### src/rtl/bdc_pkg.sv
// Package for the business day counter: field widths, reciprocal constants,
// sequencer step codes and the calendar lookup functions.
// No dependencies; imported by every module of the block.
package bdc_pkg;

  localparam int YEAR_W  = 14;
  localparam int MON_W   = 4;
  localparam int DAY_W   = 5;
  localparam int COUNT_W = 22;
  localparam int MASK_W  = 7;

  localparam logic [MASK_W-1:0] MASK_RESET = 7'd96;

  localparam logic [YEAR_W-1:0] YEAR_MIN = 14'd1;
  localparam logic [YEAR_W-1:0] YEAR_MAX = 14'd9999;
  localparam logic [MON_W-1:0]  MON_MAX  = 4'd12;

  // Shared multiply-add unit: p = c +/- a * b.
  localparam int OPA_W = 22;
  localparam int OPB_W = 23;
  localparam int OPC_W = 22;
  localparam int P_W   = 46;

  // Day serial numbers and quotients held between steps.
  localparam int DN_W  = 22;
  localparam int Q_W   = 19;
  localparam int YQ_W  = 8;
  localparam int WD_W  = 3;

  // Division by 100 and by 7 through reciprocal multiplication.
  localparam logic [OPB_W-1:0] RECIP_100    = 23'd5243;
  localparam int               RECIP_100_SH = 19;
  localparam logic [OPB_W-1:0] RECIP_7      = 23'd4793491;
  localparam int               RECIP_7_SH   = 25;

  localparam logic [OPB_W-1:0] MUL_ONE      = 23'd1;
  localparam logic [OPB_W-1:0] MUL_SEVEN    = 23'd7;
  localparam logic [OPB_W-1:0] MUL_HUNDRED  = 23'd100;
  localparam logic [OPB_W-1:0] DAYS_PER_YR  = 23'd365;

  typedef enum logic [13:0] {
    ST_IDLE = 14'b00000000000001,
    ST_LQ   = 14'b00000000000010,
    ST_LR   = 14'b00000000000100,
    ST_YQ   = 14'b00000000001000,
    ST_D1   = 14'b00000000010000,
    ST_D2   = 14'b00000000100000,
    ST_D3   = 14'b00000001000000,
    ST_NSUB = 14'b00000010000000,
    ST_NINC = 14'b00000100000000,
    ST_WQ   = 14'b00001000000000,
    ST_WR   = 14'b00010000000000,
    ST_NQ   = 14'b00100000000000,
    ST_NR   = 14'b01000000000000,
    ST_CNT  = 14'b10000000000000
  } step_t;

  typedef struct packed {
    step_t step;
    logic  side;   // 0 while working on the start date, 1 on the end date
  } seq_ctl_t;

  // Days before the first of month mm, counted from March 1 (mm 0 is March).
  function automatic logic [8:0] month_offset(input logic [MON_W-1:0] mm);
    logic [8:0] off;
    unique case (mm)
      4'd0:    off = 9'd0;
      4'd1:    off = 9'd31;
      4'd2:    off = 9'd61;
      4'd3:    off = 9'd92;
      4'd4:    off = 9'd122;
      4'd5:    off = 9'd153;
      4'd6:    off = 9'd184;
      4'd7:    off = 9'd214;
      4'd8:    off = 9'd245;
      4'd9:    off = 9'd275;
      4'd10:   off = 9'd306;
      4'd11:   off = 9'd337;
      default: off = 9'd0;
    endcase
    return off;
  endfunction

  function automatic logic [DAY_W-1:0] month_days(input logic [MON_W-1:0] m,
                                                  input logic leap);
    logic [DAY_W-1:0] len;
    unique case (m)
      4'd1, 4'd3, 4'd5, 4'd7, 4'd8, 4'd10, 4'd12: len = 5'd31;
      4'd4, 4'd6, 4'd9, 4'd11:                    len = 5'd30;
      4'd2:                                       len = leap ? 5'd29 : 5'd28;
      default:                                    len = 5'd0;
    endcase
    return len;
  endfunction

endpackage

### src/rtl/bdc_mac.sv
// Shared multiply-add unit of the business day counter: p = c + a*b or c - a*b.
// Combinational; uses widths from bdc_pkg.
module bdc_mac import bdc_pkg::*; (
  input  logic [OPA_W-1:0] op_a,
  input  logic [OPB_W-1:0] op_b,
  input  logic [OPC_W-1:0] op_c,
  input  logic             sub,
  output logic [P_W-1:0]   p
);

  logic [OPA_W+OPB_W-1:0] prod;
  logic [P_W-1:0]         prod_ext;
  logic [P_W-1:0]         c_ext;

  assign prod     = op_a * op_b;
  assign prod_ext = P_W'(prod);
  assign c_ext    = P_W'(op_c);
  assign p        = sub ? (c_ext - prod_ext) : (c_ext + prod_ext);

endmodule

### src/rtl/bdc_seq.sv
// Step sequencer of the business day counter: walks the fixed list of
// multiply-add steps for both dates and the span. Uses bdc_pkg.
module bdc_seq import bdc_pkg::*; (
  input  logic     clk,
  input  logic     rst_n,
  input  logic     start,
  output logic     busy,
  output seq_ctl_t ctl
);

  step_t state_r, state_nxt;
  logic  side_r, side_nxt;

  always_comb begin
    state_nxt = state_r;
    side_nxt  = side_r;
    unique case (state_r)
      ST_IDLE: begin
        if (start) begin
          state_nxt = ST_LQ;
          side_nxt  = 1'b0;
        end
      end
      ST_LQ:   state_nxt = ST_LR;
      ST_LR:   state_nxt = ST_YQ;
      ST_YQ:   state_nxt = ST_D1;
      ST_D1:   state_nxt = ST_D2;
      ST_D2:   state_nxt = ST_D3;
      ST_D3: begin
        if (side_r) begin
          state_nxt = ST_NSUB;
        end else begin
          state_nxt = ST_LQ;
          side_nxt  = 1'b1;
        end
      end
      ST_NSUB: state_nxt = ST_NINC;
      ST_NINC: state_nxt = ST_WQ;
      ST_WQ:   state_nxt = ST_WR;
      ST_WR:   state_nxt = ST_NQ;
      ST_NQ:   state_nxt = ST_NR;
      ST_NR:   state_nxt = ST_CNT;
      ST_CNT:  state_nxt = ST_IDLE;
      default: state_nxt = ST_IDLE;
    endcase
  end

  always_ff @(posedge clk) begin
    if (!rst_n) begin
      state_r <= ST_IDLE;
      side_r  <= 1'b0;
    end else begin
      state_r <= state_nxt;
      side_r  <= side_nxt;
    end
  end

  assign busy     = (state_r != ST_IDLE);
  assign ctl.step = state_r;
  assign ctl.side = side_r;

endmodule

### src/rtl/business_day_counter_core.sv
// Top level of the business day counter: input capture, datapath registers
// and result register around the shared multiply-add unit and the sequencer.
// Depends on bdc_pkg, bdc_mac and bdc_seq.

// An item (start date and end date) is taken at a rising edge where start is
// high and busy is low. Busy then stays high while the steps run; in the
// first cycle with busy low again the result is shown for exactly one
// cycle with out_valid high, and a new item may be started in that same
// cycle, not before. The single multiply-add unit does one operation per
// cycle: six per date and seven for the span and the count. The receiver
// cannot stall, so the result must be taken in its strobe cycle.
// The weekend mask (reset value marks Friday and Saturday) is written through
// the cfg channel, which is always ready; write it only while busy is low and
// no result is pending. An invalid date gives a count of zero with bad_date
// set, and a start date after the end date gives a count of zero.
module business_day_counter_core import bdc_pkg::*; (
  input  logic               clk,
  input  logic               rst_n,
  input  logic               start,
  output logic               busy,
  input  logic [YEAR_W-1:0]  in_start_year,
  input  logic [MON_W-1:0]   in_start_month,
  input  logic [DAY_W-1:0]   in_start_day,
  input  logic [YEAR_W-1:0]  in_end_year,
  input  logic [MON_W-1:0]   in_end_month,
  input  logic [DAY_W-1:0]   in_end_day,
  input  logic               cfg_valid,
  output logic               cfg_ready,
  input  logic [MASK_W-1:0]  cfg_weekend_mask,
  output logic               out_valid,
  output logic [COUNT_W-1:0] out_business_days,
  output logic               out_bad_date
);

  seq_ctl_t ctl;
  logic     accept;

  bdc_seq u_seq (
    .clk   (clk),
    .rst_n (rst_n),
    .start (start),
    .busy  (busy),
    .ctl   (ctl)
  );

  assign accept    = start & ~busy;
  assign cfg_ready = 1'b1;

  // Captured item.
  logic [YEAR_W-1:0] sy_r, ey_r, sy_nxt, ey_nxt;
  logic [MON_W-1:0]  sm_r, em_r, sm_nxt, em_nxt;
  logic [DAY_W-1:0]  sd_r, ed_r, sd_nxt, ed_nxt;

  // Working registers. Quotients of all divisions share q_r.
  logic [MASK_W-1:0]  mask_r, mask_nxt;
  logic [DN_W-1:0]    acc_r, acc_nxt;
  logic [DN_W-1:0]    dn_s_r, dn_s_nxt;
  logic [Q_W-1:0]     q_r, q_nxt;
  logic [WD_W-1:0]    w0_r, w0_nxt;
  logic [WD_W-1:0]    rest_r, rest_nxt;
  logic               leap_r, leap_nxt;
  logic               bad_r, bad_nxt;
  logic               neg_r, neg_nxt;
  logic               out_valid_r, out_valid_nxt;
  logic [COUNT_W-1:0] out_days_r, out_days_nxt;
  logic               out_bad_r, out_bad_nxt;

  // The date being worked on and its March-based year and month.
  logic [YEAR_W-1:0] cur_y, yy;
  logic [MON_W-1:0]  cur_m, mm;
  logic [DAY_W-1:0]  cur_d;
  logic              early;
  logic              date_ok;
  logic [9:0]        td;
  logic [YQ_W-1:0]   yq;

  assign cur_y = ctl.side ? ey_r : sy_r;
  assign cur_m = ctl.side ? em_r : sm_r;
  assign cur_d = ctl.side ? ed_r : sd_r;

  // January and February count as months of the previous year.
  assign early = (cur_m <= 4'd2);
  assign yy    = cur_y - YEAR_W'(early);
  assign mm    = early ? (cur_m + 4'd9) : (cur_m - 4'd3);
  assign td    = 10'(month_offset(mm)) + 10'(cur_d);
  assign yq    = q_r[YQ_W-1:0];

  assign date_ok = (cur_y >= YEAR_MIN) && (cur_y <= YEAR_MAX) &&
                   (cur_m != 4'd0) && (cur_m <= MON_MAX) &&
                   (cur_d != 5'd0) && (cur_d <= month_days(cur_m, leap_r));

  // Days of the leftover partial week: rotate the open-day mask so that bit 0
  // is the start weekday, then keep the first rest_r days.
  logic [MASK_W-1:0]   open_mask;
  logic [2*MASK_W-1:0] open_twice;
  logic [MASK_W-1:0]   open_rot;
  logic [MASK_W-1:0]   rest_sel;
  logic [WD_W-1:0]     open_per_week;
  logic [WD_W-1:0]     extra_days;

  assign open_mask     = ~mask_r;
  assign open_twice    = {open_mask, open_mask};
  assign open_rot      = open_twice[{1'b0, w0_r} +: MASK_W];
  assign rest_sel      = MASK_W'((8'd1 << rest_r) - 8'd1);
  assign open_per_week = WD_W'($countones(open_mask));
  assign extra_days    = WD_W'($countones(open_rot & rest_sel));

  // Shared multiply-add unit and its operand selection.
  logic [OPA_W-1:0] op_a;
  logic [OPB_W-1:0] op_b;
  logic [OPC_W-1:0] op_c;
  logic             op_sub;
  logic [P_W-1:0]   p;

  bdc_mac u_mac (
    .op_a (op_a),
    .op_b (op_b),
    .op_c (op_c),
    .sub  (op_sub),
    .p    (p)
  );

  always_comb begin
    op_a   = '0;
    op_b   = '0;
    op_c   = '0;
    op_sub = 1'b0;
    unique case (ctl.step)
      ST_LQ: begin
        // y / 100
        op_a = OPA_W'(cur_y);
        op_b = RECIP_100;
      end
      ST_LR: begin
        // y % 100
        op_a   = OPA_W'(yq);
        op_b   = MUL_HUNDRED;
        op_c   = OPC_W'(cur_y);
        op_sub = 1'b1;
      end
      ST_YQ: begin
        // yy / 100
        op_a = OPA_W'(yy);
        op_b = RECIP_100;
      end
      ST_D1: begin
        op_a = OPA_W'(yy);
        op_b = DAYS_PER_YR;
        op_c = OPC_W'(yy >> 2);
      end
      ST_D2: begin
        // Minus yy/100, plus yy/400.
        op_a   = OPA_W'(yq - (yq >> 2));
        op_b   = MUL_ONE;
        op_c   = acc_r;
        op_sub = 1'b1;
      end
      ST_D3: begin
        op_a = OPA_W'(td);
        op_b = MUL_ONE;
        op_c = acc_r;
      end
      ST_NSUB: begin
        op_a   = dn_s_r;
        op_b   = MUL_ONE;
        op_c   = acc_r;
        op_sub = 1'b1;
      end
      ST_NINC: begin
        op_a = OPA_W'(1);
        op_b = MUL_ONE;
        op_c = acc_r;
      end
      ST_WQ: begin
        op_a = dn_s_r;
        op_b = RECIP_7;
      end
      ST_WR: begin
        op_a   = OPA_W'(q_r);
        op_b   = MUL_SEVEN;
        op_c   = dn_s_r;
        op_sub = 1'b1;
      end
      ST_NQ: begin
        op_a = acc_r;
        op_b = RECIP_7;
      end
      ST_NR: begin
        op_a   = OPA_W'(q_r);
        op_b   = MUL_SEVEN;
        op_c   = acc_r;
        op_sub = 1'b1;
      end
      ST_CNT: begin
        // Whole weeks times open days per week, plus the partial week.
        op_a = OPA_W'(q_r);
        op_b = OPB_W'(open_per_week);
        op_c = OPC_W'(extra_days);
      end
      default: begin
        op_sub = 1'b0;
      end
    endcase
  end

  always_comb begin
    sy_nxt        = sy_r;
    sm_nxt        = sm_r;
    sd_nxt        = sd_r;
    ey_nxt        = ey_r;
    em_nxt        = em_r;
    ed_nxt        = ed_r;
    mask_nxt      = mask_r;
    acc_nxt       = acc_r;
    dn_s_nxt      = dn_s_r;
    q_nxt         = q_r;
    w0_nxt        = w0_r;
    rest_nxt      = rest_r;
    leap_nxt      = leap_r;
    bad_nxt       = bad_r;
    neg_nxt       = neg_r;
    out_valid_nxt = 1'b0;
    out_days_nxt  = out_days_r;
    out_bad_nxt   = out_bad_r;

    if (cfg_valid && cfg_ready) begin
      mask_nxt = cfg_weekend_mask;
    end

    unique case (ctl.step)
      ST_IDLE: begin
        if (accept) begin
          sy_nxt  = in_start_year;
          sm_nxt  = in_start_month;
          sd_nxt  = in_start_day;
          ey_nxt  = in_end_year;
          em_nxt  = in_end_month;
          ed_nxt  = in_end_day;
          bad_nxt = 1'b0;
        end
      end
      ST_LQ: begin
        q_nxt = Q_W'(p[RECIP_100_SH +: YQ_W]);
      end
      ST_LR: begin
        // Leap when divisible by 4, except centuries not divisible by 400.
        leap_nxt = (cur_y[1:0] == 2'd0) &&
                   ((p[6:0] != 7'd0) || (yq[1:0] == 2'd0));
      end
      ST_YQ: begin
        q_nxt   = Q_W'(p[RECIP_100_SH +: YQ_W]);
        bad_nxt = bad_r | ~date_ok;
      end
      ST_D1, ST_D2: begin
        acc_nxt = p[DN_W-1:0];
      end
      ST_D3: begin
        acc_nxt = p[DN_W-1:0];
        if (!ctl.side) begin
          dn_s_nxt = p[DN_W-1:0];
        end
      end
      ST_NSUB: begin
        acc_nxt = p[DN_W-1:0];
        neg_nxt = p[P_W-1];
      end
      ST_NINC: begin
        acc_nxt = p[DN_W-1:0];
      end
      ST_WQ, ST_NQ: begin
        q_nxt = p[RECIP_7_SH +: Q_W];
      end
      ST_WR: begin
        // The serial number is offset so that weekday = (number + 2) mod 7.
        unique case (p[WD_W-1:0])
          3'd5:    w0_nxt = 3'd0;
          3'd6:    w0_nxt = 3'd1;
          default: w0_nxt = p[WD_W-1:0] + 3'd2;
        endcase
      end
      ST_NR: begin
        rest_nxt = p[WD_W-1:0];
      end
      ST_CNT: begin
        out_valid_nxt = 1'b1;
        out_bad_nxt   = bad_r;
        out_days_nxt  = (bad_r || neg_r) ? '0 : p[COUNT_W-1:0];
      end
      default: begin
        out_valid_nxt = 1'b0;
      end
    endcase
  end

  always_ff @(posedge clk) begin
    if (!rst_n) begin
      mask_r      <= MASK_RESET;
      out_valid_r <= 1'b0;
    end else begin
      mask_r      <= mask_nxt;
      out_valid_r <= out_valid_nxt;
    end
  end

  always_ff @(posedge clk) begin
    sy_r       <= sy_nxt;
    sm_r       <= sm_nxt;
    sd_r       <= sd_nxt;
    ey_r       <= ey_nxt;
    em_r       <= em_nxt;
    ed_r       <= ed_nxt;
    acc_r      <= acc_nxt;
    dn_s_r     <= dn_s_nxt;
    q_r        <= q_nxt;
    w0_r       <= w0_nxt;
    rest_r     <= rest_nxt;
    leap_r     <= leap_nxt;
    bad_r      <= bad_nxt;
    neg_r      <= neg_nxt;
    out_days_r <= out_days_nxt;
    out_bad_r  <= out_bad_nxt;
  end

  assign out_valid         = out_valid_r;
  assign out_business_days = out_days_r;
  assign out_bad_date      = out_bad_r;

endmodule

### config.mk
export PLATFORM = sky130hd
export DESIGN_NAME = business_day_counter_core
export DESIGN_NICKNAME = d
export VERILOG_FILES = /design/src/rtl/bdc_pkg.sv /design/src/rtl/bdc_mac.sv /design/src/rtl/bdc_seq.sv /design/src/rtl/business_day_counter_core.sv
export SDC_FILE = /design/constraint.sdc
export NUM_CORES = 1
export LEC_CHECK = 0
export BUFFER_PORTS_ARGS = -buffer_cell sky130_fd_sc_hd__buf_4
export CORE_ASPECT_RATIO = 1.75
export CORE_UTILIZATION = 55
export CTS_BUF_LIST = sky130_fd_sc_hd__clkbuf_4
export DETAILED_ROUTE_END_ITERATION = 12
export HOLD_SLACK_MARGIN = 0.15
export PLACE_DENSITY_LB_ADDON = 0.3
export SYNTH_ARGS = -nofsm -noshare
export SYNTH_HDL_FRONTEND = slang
export SYNTH_SLANG_ARGS = --single-unit
### constraint.sdc
create_clock -name clk -period 29.6 [get_ports clk]
set_clock_uncertainty 0.2 [all_clocks]
set_input_delay 5.92 -clock clk [delete_from_list [all_inputs] [get_ports clk]]
set_output_delay 5.92 -clock clk [all_outputs]
set_load 0.01 [all_outputs]
==> impl_metrics.toml <==
[synth]
synthAdderAreaFrac_pct = 35.0
syn_avg_cell_area_um2 = 9.03
synthCells = 2644
synth-compound-area-share_pct = 14.0
async_reset_ff_share_pct = 0
synth_ff_type = "edfxtp_1"
syn_area_um2 = 23900
synth_cell_types = 110
synthMuxAreaShare_pct = 1.90
yosys_register_bits = 164
ys_seq_area_share_pct = 19.7
synthXorXnorAreaFrac_pct = 4.69
synth_edf_count = 141
synthSimpleGateAreaFrac_pct = 15.6
yosys_warnings = 0
synth_top_family_by_area = "adder cells"

[die]
initial_utilization_pct = 55.9
dieArea_um2 = 44300
core.rowCount = 100
dieHeight_um = 278
ios = 83
design.core.area_um2 = 42700
die_x_um = 159

[timing]
finalSetupViolCount = 0
fin_hold_ws_ns = 0.352
period_share_pct = 46.7
relSlewSlack_pct = 3.30
setup_ws_ns = 15.78
fin_tns_setup_ns = 0
tightest_slew_ns = 1.44
period_needed_ns = 13.82
slew_viol_final = 0
max_freq_ghz = 0.0723
hold_viol_final = 0
rsz0062_at_grt = "no"

[finish]
post-route-util_pct = 59.7
nNetsFinal = 3291
area_growth_pct = 6.69
finalNonFillerCells = 3296
fin_area_um2 = 25500
drive_gt1_share_pct = 7.87

[power]
p_int_uw = 485
clockPowerShare_pct = 16.5
ir_worst_vdd_mv = 0.0417
leakage_nw = 12.1
combPwrFrac_pct = 52.8
seqPwrFrac_pct = 30.6
switching_power_uw = 421
p_total_uw = 906
p_per_area_nw_per_um2 = 35.6
switching_share_pct = 46.4

[placed_design]
hpwl_um = 67400
portBuffers = 81
placed_cells = 3261
place_area_um2 = 25100
place_ws_ns = 16.01
place_congestion = 1.02

[outcome]
status = "completed"

[clock_network]
clock_tree.root_cell = "clkbuf_4"
postCtsHoldBufs = 0
clkTransAtPathRegs_ns = 0.17
post_cts_resized = 0
cts_buffer_depth = 2
numCtsBuffers = 17
clkSinkCount = 164
cts-htree-levels = 4
clk_latency_ns = 0.65
cts_setup_buffers = 0
cts_tree = "built"

[route]
via_count = 20200
routed_wl_um = 79600
wl_per_cell_um = 24.1
first_iter_violations = 1583
final_antenna_net_count = 0
dr.pass1.iters = 6
drc = 0
vias_per_cell = 6.12

[global_routing]
grt_pass1_vias = 21300
grt_max_degree = 47
gr-usage-all-layers_pct = 36.5
grt_pass1_wl_um = 121000
grt_overflow = 0
antenna_found_initial = 1

[worst_setup_path]
cp.arrival_ns = 14.03
cp-end-kind = "register"
start_kind = "register"
critPathKind = "reg -> reg"
cp_slowest_cell = "a211oi_1"
max_stage_delay_ns = 1.12
crit_buf_inv = 9
crit_family = "adder cells"
critPathRequiredTime_ns = 29.81
cp_max_fo = 21

[hold_path]
hp-class = "reg -> reg"

[job]
drv_cap = 0
## cell type report
class	instances	area, µm²
Antenna cell	3	7.51
Clock buffer	17	128
Clock inverter	15	194
Fill cell	3811	17200
Inverter	471	1770
Multi-Input combinational cell	1957	17200
Sequential cell	164	4700
Tap cell	561	702
Timing Repair Buffer	108	811
## power by group through the flow
stage	sequential [mW]	clock, mW	combinational, mW
floorplan	0.280	0	0.343
global placement	0.282	0	0.460
detailed placement	0.283	0	0.471
CTS	0.277	0.150	0.473
global route	0.278	0.157	0.522
finish	0.278	0.150	0.479
## cell usage after synthesis (all sizes together) (45+ instances only)
cell type / number / area (µm²)
clkbuf: 67 / 251
edfxtp: 141 / 4230
a21oi: 121 / 632
xor2: 60 / 533
inv: 470 / 1760
nand3: 45 / 230
nor2: 218 / 818
ha: 260 / 3250
nand2: 204 / 766
xnor2: 66 / 586
fa: 255 / 5100
o21ai: 102 / 514
## registers in the layout, summed over array words and instances, names as in the netlist, 3 cells and up
register           cells
sm_r                   4
w0_r                   3
acc_r                 22
sd_r                   5
ey_r                  14
rest_r                 3
em_r                   4
ed_r                   5
q_r                   19
sy_r                  14
mask_r                 7
out_business_days     22
dn_s_r                22
u_seq.state_r         14
## cells by family after synthesis
logic type,count (synthesis)
multiplexers,44
adder cells (fa/ha/maj),515
other,2
flip-flops,164
AO/OA/AOI/OAI,487
buffers and inverters,565
XOR/XNOR,126
AND/OR/NAND/NOR,741
## tightest hold or removal path, stage by stage (launching register included)
cell     delay, ns
dfxtp_1       0.36
mux2i_1       0.12
nor2_1        0.05
## final timing paths
kind                                   start        end  slack (ns)  cells past startpoint
worst max-delay path            u_seq.side_r      neg_r       15.78                     48
worst min-delay path               mask_r[2]  mask_r[2]        0.35                      2
worst max register to register  u_seq.side_r      neg_r       15.78                     48
worst min register to register     mask_r[2]  mask_r[2]        0.35                      2
## layer usage
metal | track usage [%] | up-vias | share of wire [%] | wire (µm)
met4 | 33.1 | 0 | 10 | 8190
met2 | 68.4 | 897 | 53 | 42300
li1 | - | 9078 | - | -
met5 | 0 | - | 0 | 0
met3 | 4.46 | 333 | 5.0 | 3990
met1 | 34.3 | 9858 | 32 | 25100
## cells in the final DEF (no fill, tap or decap), types with 18 or more instances in the layout
| cell | n |
|---|---|
| a21o_1 | 35 |
| o21ai_0 | 86 |
| and2_1 | 43 |
| a21oi_1 | 116 |
| conb_1 | 44 |
| inv_1 | 469 |
| nand2b_1 | 18 |
| nand3_1 | 44 |
| ha_1 | 260 |
| mux2i_1 | 33 |
| nand4_1 | 33 |
| fa_1 | 255 |
| nand2_1 | 204 |
| edfxtp_1 | 141 |
| xor2_1 | 59 |
| nor3_1 | 40 |
| and3_1 | 18 |
| xnor2_1 | 65 |
| dfxtp_1 | 22 |
| nor2_1 | 217 |
| a31oi_1 | 27 |
| buf_4 | 108 |
Power figures use the tool's default switching activity.
